==> config.mk <==
export PLATFORM = sky130hd
export DESIGN_NAME = triangular_window_decimator_unit_flat
export DESIGN_NICKNAME = d
export VERILOG_FILES = /design/src/rtl/twd_pkg.sv /design/src/rtl/twd_if.sv /design/src/rtl/twd_datapath.sv /design/src/rtl/twd_ctrl.sv /design/src/rtl/triangular_window_decimator_unit.sv /design/src/flat_wrapper.sv
export VERILOG_INCLUDE_DIRS = /design/src /design/src/rtl
export SDC_FILE = /design/constraint.sdc
export NUM_CORES = 1
export LEC_CHECK = 0
export ABC_AREA = 1
export CAP_MARGIN = 20
export CORE_MARGIN = 5
export CORE_UTILIZATION = 61
export CTS_BUF_LIST = sky130_fd_sc_hd__clkbuf_8
export DETAILED_ROUTE_END_ITERATION = 8
export DONT_BUFFER_PORTS = 1
export HOLD_SLACK_MARGIN = 0.02
export PLACE_DENSITY = 0.8
export SLEW_MARGIN = 25
export SYNTH_ARGS = -nofsm -noshare
export SYNTH_HDL_FRONTEND = slang
export SYNTH_SLANG_ARGS = --single-unit
==> constraint.sdc <==
create_clock -name clock -period 6.55 [get_ports clock]
set_clock_uncertainty 0.2 [all_clocks]
set_input_delay 1.31 -clock clock [delete_from_list [all_inputs] [get_ports clock]]
set_output_delay 1.31 -clock clock [all_outputs]
set_load 0.01 [all_outputs]
==> src/rtl/assert_macros.svh <==
// assertion macros for the decimator rtl
// no dependencies; included by files that carry concurrent assertions
`ifndef ASSERT_MACROS_SVH
`define ASSERT_MACROS_SVH

// property must hold at every clock edge outside reset
`define TWD_ASSERT(label, clk, rst, prop, msg) \
   label: assert property (@(posedge clk) disable iff (rst) prop) else $error(msg);

// expression must never be true outside reset
`define TWD_ASSERT_NEVER(label, clk, rst, expr, msg) \
   label: assert property (@(posedge clk) disable iff (rst) !(expr)) else $error(msg);

`endif

==> src/rtl/twd_pkg.sv <==
// shared types, constants and helpers for the triangular window decimator
// no dependencies; imported by every other rtl file except assert_macros.svh
`timescale 1ns / 1ps
`default_nettype none

package twd_pkg;

   // design constants
   localparam int MAX_RATIO    = 16;
   localparam int SAMPLE_WIDTH = 32;

   // fixed field widths
   localparam int SampleW   = 32;
   localparam int SumW      = 40;
   localparam int RatioW    = 5;
   localparam int SkipW     = 4;
   localparam int CsrIndexW = 2;
   localparam int CsrDataW  = 5;

   // widths that follow from the ratio limit
   localparam int PhaseW = $clog2(MAX_RATIO);
   localparam int RepW   = $clog2(MAX_RATIO + 1);
   localparam int ProdW  = SampleW + RepW + 1;

   // divider: two quotient bits per cycle
   localparam int DivBits   = 2;
   localparam int DivCycles = SumW / DivBits;
   localparam int DivCntW   = $clog2(DivCycles + 1);

   // register indexes
   localparam logic [CsrIndexW-1:0] CSR_RATIO   = 2'd0;
   localparam logic [CsrIndexW-1:0] CSR_SKIP    = 2'd1;
   localparam logic [CsrIndexW-1:0] CSR_AVERAGE = 2'd2;

   // register reset values
   localparam logic [RatioW-1:0] RATIO_RESET   = 5'd4;
   localparam logic [SkipW-1:0]  SKIP_RESET    = 4'd0;
   localparam logic              AVERAGE_RESET = 1'b1;

   // saturation limits of a row sum
   localparam logic signed [SumW-1:0] SumMax = {1'b0, {(SumW-1){1'b1}}};
   localparam logic signed [SumW-1:0] SumMin = {1'b1, {(SumW-1){1'b0}}};

   typedef enum logic [2:0] {
      ST_IDLE,
      ST_STEP,
      ST_ACC,
      ST_DIV_LOAD,
      ST_DIV,
      ST_OUT
   } twd_state_type;

   // controller to datapath
   typedef struct packed {
      logic load;
      logic step;
      logic acc;
      logic div_start;
      logic div_step;
      logic out_load;
   } twd_cmd_type;

   // datapath to controller
   typedef struct packed {
      logic drop;
      logic emit;
      logic average;
      logic div_done;
      logic out_free;
   } twd_sts_type;

   // clamp a one-bit-wider sum to the row sum range
   function automatic logic signed [SumW-1:0] sat_sum(input logic signed [SumW:0] v);
      logic signed [SumW-1:0] r;
      if (v[SumW] != v[SumW-1]) begin
         r = v[SumW] ? SumMin : SumMax;
      end else begin
         r = v[SumW-1:0];
      end
      return r;
   endfunction

endpackage

`default_nettype wire

==> src/rtl/twd_if.sv <==
// valid/ready channel interfaces for the decimator: samples, results, register writes
// depends on twd_pkg
`timescale 1ns / 1ps
`default_nettype none

interface twd_req_if import twd_pkg::*; ();
   logic                      valid;
   logic                      ready;
   logic signed [SampleW-1:0] sample;
   logic                      series_start;

   modport source (output valid, output sample, output series_start, input ready);
   modport sink   (input valid, input sample, input series_start, output ready);
endinterface

interface twd_rsp_if import twd_pkg::*; ();
   logic                   valid;
   logic                   ready;
   logic signed [SumW-1:0] aggregate;

   modport source (output valid, output aggregate, input ready);
   modport sink   (input valid, input aggregate, output ready);
endinterface

interface twd_csr_if import twd_pkg::*; ();
   logic                 valid;
   logic                 ready;
   logic [CsrIndexW-1:0] index;
   logic [CsrDataW-1:0]  wdata;

   modport source (output valid, output index, output wdata, input ready);
   modport sink   (input valid, input index, input wdata, output ready);
endinterface

`default_nettype wire

==> src/rtl/twd_datapath.sv <==
// datapath of the decimator: config registers, row sums, radix-4 divider, output register
// depends on twd_pkg; driven by twd_ctrl through twd_cmd_type
`timescale 1ns / 1ps
`default_nettype none

module twd_datapath import twd_pkg::*; (
   input  logic                      clock,
   input  logic                      reset,
   input  twd_cmd_type               cmd,
   output twd_sts_type               sts,
   input  logic signed [SampleW-1:0] req_sample,
   input  logic                      req_series_start,
   input  logic                      csr_write,
   input  logic [CsrIndexW-1:0]      csr_index,
   input  logic [CsrDataW-1:0]       csr_wdata,
   input  logic                      rsp_ready,
   output logic                      rsp_valid,
   output logic signed [SumW-1:0]    rsp_aggregate
);

   // configuration registers
   logic [RatioW-1:0] ratio_ff;
   logic [SkipW-1:0]  skip_ff;
   logic              average_ff;

   // series state
   logic [SkipW-1:0]       skip_left_ff, skip_left_in;
   logic [PhaseW-1:0]      phase_ff;
   logic                   seen_ff;
   logic signed [SumW-1:0] older_ff;
   logic signed [SumW-1:0] newer_ff;

   // item registers
   logic signed [SampleW-1:0] sample_ff;
   logic                      start_ff;
   logic [PhaseW-1:0]         p_ff;
   logic signed [ProdW-1:0]   prod_old_ff;
   logic signed [ProdW-1:0]   prod_new_ff;
   logic signed [SumW-1:0]    val_ff;

   // divider registers
   logic              neg_ff;
   logic [SumW-1:0]   num_ff, num_in;
   logic [RepW-1:0]   rem_ff, rem_in;
   logic [DivCntW-1:0] cnt_ff;

   // output register
   logic                   rsp_valid_ff;
   logic signed [SumW-1:0] agg_ff;

   // combinational
   logic [RepW-1:0]           rep;
   logic [SkipW-1:0]          skl;
   logic [PhaseW-1:0]         ph;
   logic [PhaseW-1:0]         p;
   logic [PhaseW-1:0]         w_old;
   logic [RepW-1:0]           w_new;
   logic signed [SampleW-1:0] x;
   logic signed [ProdW-1:0]   prod_old, prod_new;
   logic signed [SumW-1:0]    older_sat, newer_sat;
   logic                      last;
   logic                      drop;
   logic                      emit;
   logic signed [SumW-1:0]    quot;

   // register writes
   always_ff @(posedge clock) begin
      if (reset) begin
         ratio_ff   <= RATIO_RESET;
         skip_ff    <= SKIP_RESET;
         average_ff <= AVERAGE_RESET;
      end else if (csr_write) begin
         unique case (csr_index)
            CSR_RATIO:   ratio_ff   <= csr_wdata[RatioW-1:0];
            CSR_SKIP:    skip_ff    <= csr_wdata[SkipW-1:0];
            CSR_AVERAGE: average_ff <= csr_wdata[0];
            default: ;
         endcase
      end
   end

   // effective ratio: zero acts as one, large values clamp
   always_comb begin
      if (ratio_ff == '0) begin
         rep = RepW'(1);
      end else if (int'(ratio_ff) > MAX_RATIO) begin
         rep = RepW'(MAX_RATIO);
      end else begin
         rep = RepW'(ratio_ff);
      end
   end

   // step: apply series start, skip, block position and weighted products
   always_comb begin
      skl   = start_ff ? skip_ff : skip_left_ff;
      ph    = start_ff ? '0 : phase_ff;
      drop  = (skl != '0);
      if (RepW'(ph) >= rep) begin
         p = PhaseW'(rep - RepW'(1));
      end else begin
         p = ph;
      end
      w_old = PhaseW'(rep - RepW'(1) - RepW'(p));
      w_new = RepW'(p) + RepW'(1);
      x     = $signed(sample_ff[SAMPLE_WIDTH-1:0]);
      prod_old = $signed({1'b0, w_old}) * x;
      prod_new = $signed({1'b0, w_new}) * x;
      skip_left_in = drop ? (skl - SkipW'(1)) : '0;
   end

   // accumulate: saturating row sums and emit decision
   always_comb begin
      older_sat = sat_sum((SumW+1)'(older_ff) + (SumW+1)'(prod_old_ff));
      newer_sat = sat_sum((SumW+1)'(newer_ff) + (SumW+1)'(prod_new_ff));
      last      = (RepW'(p_ff) == rep - RepW'(1));
      emit      = (rep == RepW'(1)) || ((RepW'(p_ff) == rep - RepW'(2)) && seen_ff);
   end

   // series state and item registers
   always_ff @(posedge clock) begin
      if (reset) begin
         skip_left_ff <= '0;
         phase_ff     <= '0;
         seen_ff      <= 1'b0;
         older_ff     <= '0;
         newer_ff     <= '0;
      end else if (cmd.step) begin
         skip_left_ff <= skip_left_in;
         if (start_ff) begin
            phase_ff <= '0;
            seen_ff  <= 1'b0;
            older_ff <= '0;
            newer_ff <= '0;
         end
      end else if (cmd.acc) begin
         if (last) begin
            older_ff <= newer_sat;
            newer_ff <= '0;
            phase_ff <= '0;
            seen_ff  <= 1'b1;
         end else begin
            older_ff <= older_sat;
            newer_ff <= newer_sat;
            phase_ff <= p_ff + PhaseW'(1);
         end
      end
   end

   // payload capture
   always_ff @(posedge clock) begin
      if (cmd.load) begin
         sample_ff <= req_sample;
         start_ff  <= req_series_start;
      end
      if (cmd.step) begin
         p_ff        <= p;
         prod_old_ff <= prod_old;
         prod_new_ff <= prod_new;
      end
      if (cmd.acc) begin
         val_ff <= (rep == RepW'(1)) ? newer_sat : older_sat;
      end
   end

   // two restoring division steps per cycle on the magnitude
   always_comb begin
      logic [RepW:0] trial;
      num_in = num_ff;
      rem_in = rem_ff;
      for (int i = 0; i < DivBits; i++) begin
         trial  = {rem_in, num_in[SumW-1]};
         num_in = {num_in[SumW-2:0], 1'b0};
         if (trial >= (RepW+1)'(rep)) begin
            rem_in    = RepW'(trial - (RepW+1)'(rep));
            num_in[0] = 1'b1;
         end else begin
            rem_in = RepW'(trial);
         end
      end
   end

   // divider counter
   always_ff @(posedge clock) begin
      if (reset) begin
         cnt_ff <= '0;
      end else if (cmd.div_start) begin
         cnt_ff <= DivCntW'(DivCycles);
      end else if (cmd.div_step) begin
         cnt_ff <= cnt_ff - DivCntW'(1);
      end
   end

   // divider operands
   always_ff @(posedge clock) begin
      if (cmd.div_start) begin
         neg_ff <= val_ff[SumW-1];
         num_ff <= val_ff[SumW-1] ? SumW'(-val_ff) : SumW'(val_ff);
         rem_ff <= '0;
      end else if (cmd.div_step) begin
         num_ff <= num_in;
         rem_ff <= rem_in;
      end
   end

   // quotient with the dividend's sign, truncating toward zero
   assign quot = neg_ff ? -$signed(num_ff) : $signed(num_ff);

   // output register
   always_ff @(posedge clock) begin
      if (reset) begin
         rsp_valid_ff <= 1'b0;
      end else if (cmd.out_load) begin
         rsp_valid_ff <= 1'b1;
      end else if (rsp_ready) begin
         rsp_valid_ff <= 1'b0;
      end
   end

   always_ff @(posedge clock) begin
      if (cmd.out_load) begin
         agg_ff <= average_ff ? quot : val_ff;
      end
   end

   assign rsp_valid     = rsp_valid_ff;
   assign rsp_aggregate = agg_ff;

   // status back to the controller
   always_comb begin
      sts.drop     = drop;
      sts.emit     = emit;
      sts.average  = average_ff;
      sts.div_done = (cnt_ff == '0);
      sts.out_free = !rsp_valid_ff || rsp_ready;
   end

endmodule

`default_nettype wire

==> src/rtl/twd_ctrl.sv <==
// controller of the decimator: sequences capture, step, accumulate, divide and output
// depends on twd_pkg and assert_macros.svh; drives twd_datapath through twd_cmd_type
`timescale 1ns / 1ps
`default_nettype none
`include "assert_macros.svh"

module twd_ctrl import twd_pkg::*; (
   input  logic        clock,
   input  logic        reset,
   input  logic        req_valid,
   output logic        req_ready,
   input  twd_sts_type sts,
   output twd_cmd_type cmd
);

   twd_state_type state_ff, state_in;

   // state register
   always_ff @(posedge clock) begin
      if (reset) begin
         state_ff <= ST_IDLE;
      end else begin
         state_ff <= state_in;
      end
   end

   // next state
   always_comb begin
      state_in = state_ff;
      unique case (state_ff)
         ST_IDLE: begin
            if (req_valid) state_in = ST_STEP;
         end
         ST_STEP: begin
            state_in = sts.drop ? ST_IDLE : ST_ACC;
         end
         ST_ACC: begin
            if (!sts.emit) begin
               state_in = ST_IDLE;
            end else begin
               state_in = sts.average ? ST_DIV_LOAD : ST_OUT;
            end
         end
         ST_DIV_LOAD: begin
            state_in = ST_DIV;
         end
         ST_DIV: begin
            if (sts.div_done) state_in = ST_OUT;
         end
         ST_OUT: begin
            if (sts.out_free) state_in = ST_IDLE;
         end
         default: state_in = ST_IDLE;
      endcase
   end

   // outputs
   always_comb begin
      cmd       = '0;
      req_ready = 1'b0;
      unique case (state_ff)
         ST_IDLE: begin
            req_ready = 1'b1;
            cmd.load  = req_valid;
         end
         ST_STEP:     cmd.step      = 1'b1;
         ST_ACC:      cmd.acc       = 1'b1;
         ST_DIV_LOAD: cmd.div_start = 1'b1;
         ST_DIV:      cmd.div_step  = !sts.div_done;
         ST_OUT:      cmd.out_load  = sts.out_free;
         default: ;
      endcase
   end

   // checks
   `TWD_ASSERT(a_accept_starts_step, clock, reset, (req_valid && req_ready) |=> (state_ff == ST_STEP), "accepted sample did not start a step")
   `TWD_ASSERT(a_no_emit_frees_input, clock, reset, (state_ff == ST_ACC && !sts.emit) |=> req_ready, "input not freed after a silent sample")
   `TWD_ASSERT(a_div_done_to_out, clock, reset, (state_ff == ST_DIV && sts.div_done) |=> (state_ff == ST_OUT), "finished division did not reach output")

endmodule

`default_nettype wire

==> src/rtl/triangular_window_decimator_unit.sv <==
// Triangular window decimator (second-order CIC decimation by a configured ratio).
// Channels: req_bus carries one signed 32-bit sample and a series_start flag per
// transfer; rsp_bus carries one 40-bit aggregate per completed output row; csr_bus
// writes ratio (index 0), skip (index 1) and average_mode (index 2), always ready.
// One sample is processed at a time. A skipped sample passes from the step state back to
// idle, a sample that completes no row passes through step and accumulate; a row in
// raw-sum mode passes through step, accumulate and output, plus any wait for the output
// register; in averaging mode the divider load and divide states come between accumulate
// and output, with two quotient bits per divide step over the 40-bit magnitude. The result
// appears on rsp_bus the cycle after the output state. The output register lets the next
// sample be taken while a result waits; if the receiver stalls and a second result is
// ready, the controller holds in its output state until the register frees.
// Reset (synchronous, active high) restores ratio 4, skip 0, averaging on, and
// clears all series state; samples before any series start form a series with no skip.
// Depends on twd_pkg, twd_if, twd_ctrl and twd_datapath.
`timescale 1ns / 1ps
`default_nettype none

module triangular_window_decimator_unit import twd_pkg::*; (
   input  logic         clock,
   input  logic         reset,
   twd_req_if.sink      req_bus,
   twd_rsp_if.source    rsp_bus,
   twd_csr_if.sink      csr_bus
);

   twd_cmd_type cmd;
   twd_sts_type sts;
   logic        csr_write;

   // register writes are always accepted
   assign csr_bus.ready = 1'b1;
   assign csr_write     = csr_bus.valid;

   // controller
   twd_ctrl u_ctrl (
      .clock     (clock),
      .reset     (reset),
      .req_valid (req_bus.valid),
      .req_ready (req_bus.ready),
      .sts       (sts),
      .cmd       (cmd)
   );

   // datapath
   twd_datapath u_datapath (
      .clock            (clock),
      .reset            (reset),
      .cmd              (cmd),
      .sts              (sts),
      .req_sample       (req_bus.sample),
      .req_series_start (req_bus.series_start),
      .csr_write        (csr_write),
      .csr_index        (csr_bus.index),
      .csr_wdata        (csr_bus.wdata),
      .rsp_ready        (rsp_bus.ready),
      .rsp_valid        (rsp_bus.valid),
      .rsp_aggregate    (rsp_bus.aggregate)
   );

endmodule

`default_nettype wire
==> src/flat_wrapper.sv <==
// flat-port wrapper written by rule: the top's interface ports become plain ports
module triangular_window_decimator_unit_flat import twd_pkg::*;
  (clock, reset, req_bus_valid, req_bus_sample, req_bus_series_start, req_bus_ready, rsp_bus_valid, rsp_bus_aggregate, rsp_bus_ready, csr_bus_valid, csr_bus_index, csr_bus_wdata, csr_bus_ready);
  twd_req_if req_bus_i ();
  twd_rsp_if rsp_bus_i ();
  twd_csr_if csr_bus_i ();
  input  logic clock;
  input  logic reset;
  input wire logic [$bits(req_bus_i.valid)-1:0] req_bus_valid;
  input wire logic [$bits(req_bus_i.sample)-1:0] req_bus_sample;
  input wire logic [$bits(req_bus_i.series_start)-1:0] req_bus_series_start;
  output wire logic [$bits(req_bus_i.ready)-1:0] req_bus_ready;
  output wire logic [$bits(rsp_bus_i.valid)-1:0] rsp_bus_valid;
  output wire logic [$bits(rsp_bus_i.aggregate)-1:0] rsp_bus_aggregate;
  input wire logic [$bits(rsp_bus_i.ready)-1:0] rsp_bus_ready;
  input wire logic [$bits(csr_bus_i.valid)-1:0] csr_bus_valid;
  input wire logic [$bits(csr_bus_i.index)-1:0] csr_bus_index;
  input wire logic [$bits(csr_bus_i.wdata)-1:0] csr_bus_wdata;
  output wire logic [$bits(csr_bus_i.ready)-1:0] csr_bus_ready;
  assign req_bus_i.valid = req_bus_valid;
  assign req_bus_i.sample = req_bus_sample;
  assign req_bus_i.series_start = req_bus_series_start;
  assign req_bus_ready = req_bus_i.ready;
  assign rsp_bus_valid = rsp_bus_i.valid;
  assign rsp_bus_aggregate = rsp_bus_i.aggregate;
  assign rsp_bus_i.ready = rsp_bus_ready;
  assign csr_bus_i.valid = csr_bus_valid;
  assign csr_bus_i.index = csr_bus_index;
  assign csr_bus_i.wdata = csr_bus_wdata;
  assign csr_bus_ready = csr_bus_i.ready;
  triangular_window_decimator_unit u_core (.clock(clock), .reset(reset), .req_bus(req_bus_i), .rsp_bus(rsp_bus_i), .csr_bus(csr_bus_i));
endmodule
==> metrics <==
most common library cells after synthesis 1180 x nand2_1, 919 x inv_1, 520 x nor2_1; Critical path buffers and inverters 8; net count after synthesis 5276; Worst EP required 6750 ps; Final #Nets 5288; CTS H-tree depth 2; WHS 258 ps; YS warnings 0; register area 9260 µm²; Antenna Nets Post-Route 0; via count 31298; CP arrival 6480 ps; total gr overflow 0; vias in the first global route 29641; worst-margin pin slew 1020 ps; #FFs+latches synth 346; Psw 8.00 mW; period utilisation layout 95.9%; WL/cell 18.1 µm; Worst Path Class, Setup reg2reg; Post-CTS Hold Fix Bufs 0; count leader, synth nand2_1; DP Area 34600 µm²; initial core utilization 61.4%; # setup viols final 0; Multi-input gate area 20600 µm²; main combinational cell family by area after synthesis simple AND/OR/NAND/NOR gates; Crit. End Element flip-flop; clock latency on the worst-skew pair 690 ps; simple-gate area share of the yosys netlist 28.0%; Main synth FF type edfxtp_1; clock share of power 14.1%; Reg power frac 21.6%; status finished, final reports clean; mux cell area share after synthesis 0.0892%; Final HPWL DP 79900 µm; P_int 7.63 mW; Design Area, Final 36300 µm²; Sw Share 51.2%; # clock sinks 346; DR iter-0 viols 2695; Post-Syn Area per Cell 7.00 µm²; die area 60000 µm²; Comb pwr share 64.3%; initial antenna violation count 1; slowest cell on the critical path fa_1; post-synthesis compound-gate area fraction 9.15%; placeable core area 54900 µm²; Max Fclk 159 MHz; RSZ-0062 raised after global routing yes; CTS buffer count 60; DR pass1 iterations 8; clock root cell clkbuf_8; min cycle time layout 6280 ps; Mapped Area 33700 µm²; PwrDens 430 nW/µm²; CP delay by family, top adder cells; VDD IR-drop max 0.324 mV; # rows 86; die height 245 µm; DRC 0; register area share after synthesis 27.5%; cell mode on critical path ha_1; Worst path max stage delay 550 ps; Critical Path Start Type flip-flop; Placer Congestion 0.970; routed wire length 101000 µm; port bufs 0; worst hold path type reg2reg; Lkg Pwr 18.9 nW; Slew HR 32.2%; Longest Clk Path Bufs 3; Max-Cap Viols 0; first-pass GRT wire length 157000 µm; CTS tree yes; fraction of layout instances using a drive strength above 1 5.34%; Top Ports 88; Yosys top cell area share 20.8%; Die X-Extent 245 µm; top cells by area, synth edfxtp_1 21%, nand2_1 13%, inv_1 10%, fa_1 9.9%, ha_1 9.5%; Fill cells 4965; fin. max-slew vios 0; leading area contributor after synthesis edfxtp_1; asr flop ratio synth 0%; Synth Area in Adders 19.3%; Post-Synthesis Cells 4810; XOR/XNOR Fraction of Synth Area 3.92%; crit path max fanout 9; Clock transition at path regs 60 ps; Total GRT Usage 32.8%; vias per cell 5.61; Layout area overhead 7.86%; Final Hold Fails 0; Netlist cell types 55; pin count of the biggest net entering global routing 108; EDFF count, synth 233
## cells in the final DEF (no fill, tap or decap), drive strengths merged, types with 2 or more instances in the layout
| cell | n |
|---|---|
| a21boi | 6 |
| edfxtp | 233 |
| o221ai | 4 |
| xnor2 | 28 |
| bufinv | 7 |
| nor4b | 2 |
| clkinv | 18 |
| o2111ai | 6 |
| o21bai | 20 |
| o31ai | 8 |
| and3 | 2 |
| a31oi | 25 |
| o21a | 3 |
| dfxtp | 113 |
| and2 | 3 |
| inv | 942 |
| nor4 | 10 |
| buf | 74 |
| nand2 | 1183 |
| ha | 255 |
| or2 | 22 |
| nand3 | 450 |
| a21o | 23 |
| nor2 | 522 |
| nand3b | 3 |
| clkbuf | 73 |
| a21oi | 228 |
| o211ai | 2 |
| xor2 | 122 |
| mux2i | 3 |
| a31o | 3 |
| a211oi | 5 |
| nor3 | 45 |
| fa | 166 |
| o21ai | 224 |
| nand4 | 36 |
## worst paths after layout
kind / startpoint / to / slack [ps] / depth (start not counted)
worst min-delay path: u_core.u_datapath.skip_left_ff[2] / u_core.u_datapath.skip_left_ff[2] / 260 / 2
worst max register to register: u_core.u_datapath.start_ff / u_core.u_datapath.prod_old_ff[36] / 270 / 31
worst min register to register: u_core.u_datapath.skip_left_ff[2] / u_core.u_datapath.skip_left_ff[2] / 260 / 2
worst max-delay path: u_core.u_datapath.start_ff / u_core.u_datapath.prod_old_ff[36] / 270 / 31
## state kept, by name (all words and copies together) (netlist names), 3 cells and up
| name | count |
|---|---|
| u_core.u_datapath.val_ff | 40 |
| u_core.u_datapath.cnt_ff | 5 |
| u_core.u_datapath.older_ff | 40 |
| u_core.u_ctrl.state_ff | 3 |
| u_core.u_datapath.skip_left_ff | 4 |
| u_core.u_datapath.sample_ff | 32 |
| u_core.u_datapath.ratio_ff | 5 |
| u_core.u_datapath.rsp_aggregate | 40 |
| u_core.u_datapath.newer_ff | 40 |
| u_core.u_datapath.prod_new_ff | 38 |
| u_core.u_datapath.prod_old_ff | 37 |
| u_core.u_datapath.p_ff | 4 |
| u_core.u_datapath.num_ff | 40 |
| u_core.u_datapath.rem_ff | 5 |
| u_core.u_datapath.skip_ff | 4 |
| u_core.u_datapath.phase_ff | 4 |
## final cells by class
| type | instances | area share, % |
|---|---|---|
| multi-input combinational | 3412 | 56.8 |
| clock inverter | 43 | 1.04 |
| clock buffer | 70 | 2.65 |
| sequential | 346 | 25.5 |
| inverter | 925 | 9.58 |
| tap | 704 | 2.43 |
| antenna | 1 | 0.00689 |
| timing repair buffer | 77 | 2.01 |
## worst register-to-register path: cells and delay by family (launching register included)
family | cells | cell delay (ps)
AO/OA/AOI/OAI | 6 | 1020
XOR/XNOR | 1 | 170
adder cells (fa/ha/maj) | 7 | 2340
buffers and inverters | 8 | 730
flip-flops | 1 | 420
AND/OR/NAND/NOR | 9 | 1150
## per-layer routing
metal | GRT usage (%) | vias to the layer above | routed length [µm]
met1 | 41.3 | 14357 | 40000
li1 | - | 15271 | -
met2 | 54.7 | 1354 | 47000
met5 | 0 | - | 0
met4 | 18.3 | 0 | 6730
met3 | 4.52 | 316 | 7220
## cells by family (layout without fill, tap and decap cells)
logic type	count (synthesis)	count (layout)
compound gates	559	559
simple gates	2278	2278
mux	3	3
xor+xnor	150	150
fa+ha+maj	421	421
buf+inv	1052	1115
other cells	1	2
flops	346	346
## power by group through the flow
stage	combinational (mW)	sequential, mW	clock, mW
2_1_floorplan	6.68	3.22	0
3_3_place_gp	9.47	3.39	0
3_5_place_dp	9.57	3.40	0
4_1_cts	9.63	3.35	2.23
5_1_grt	11.1	3.38	2.34
6_report	10.1	3.38	2.20
## stage by stage
stage,std cells,worst slack (ps),TNS [ps],power [mW],utilization (%)
after global routing,5578,-26.7,-96.1,16.9,66.2
after floorplan,4810,71.7,0,9.90,-
after detailed placement,5454,128,0,13.0,63.1
final,5578,265,0,15.6,66.2
after CTS,5567,96.8,0,15.2,65.5
after global placement,5454,249,0,12.9,63.1
## timing repair
item | in CTS | in global routing
endpoints found under the setup margin | 0 | 35
setup buffers | 0 | 6
resized for setup | 0 | 62
Power figures use the tool's default switching activity.
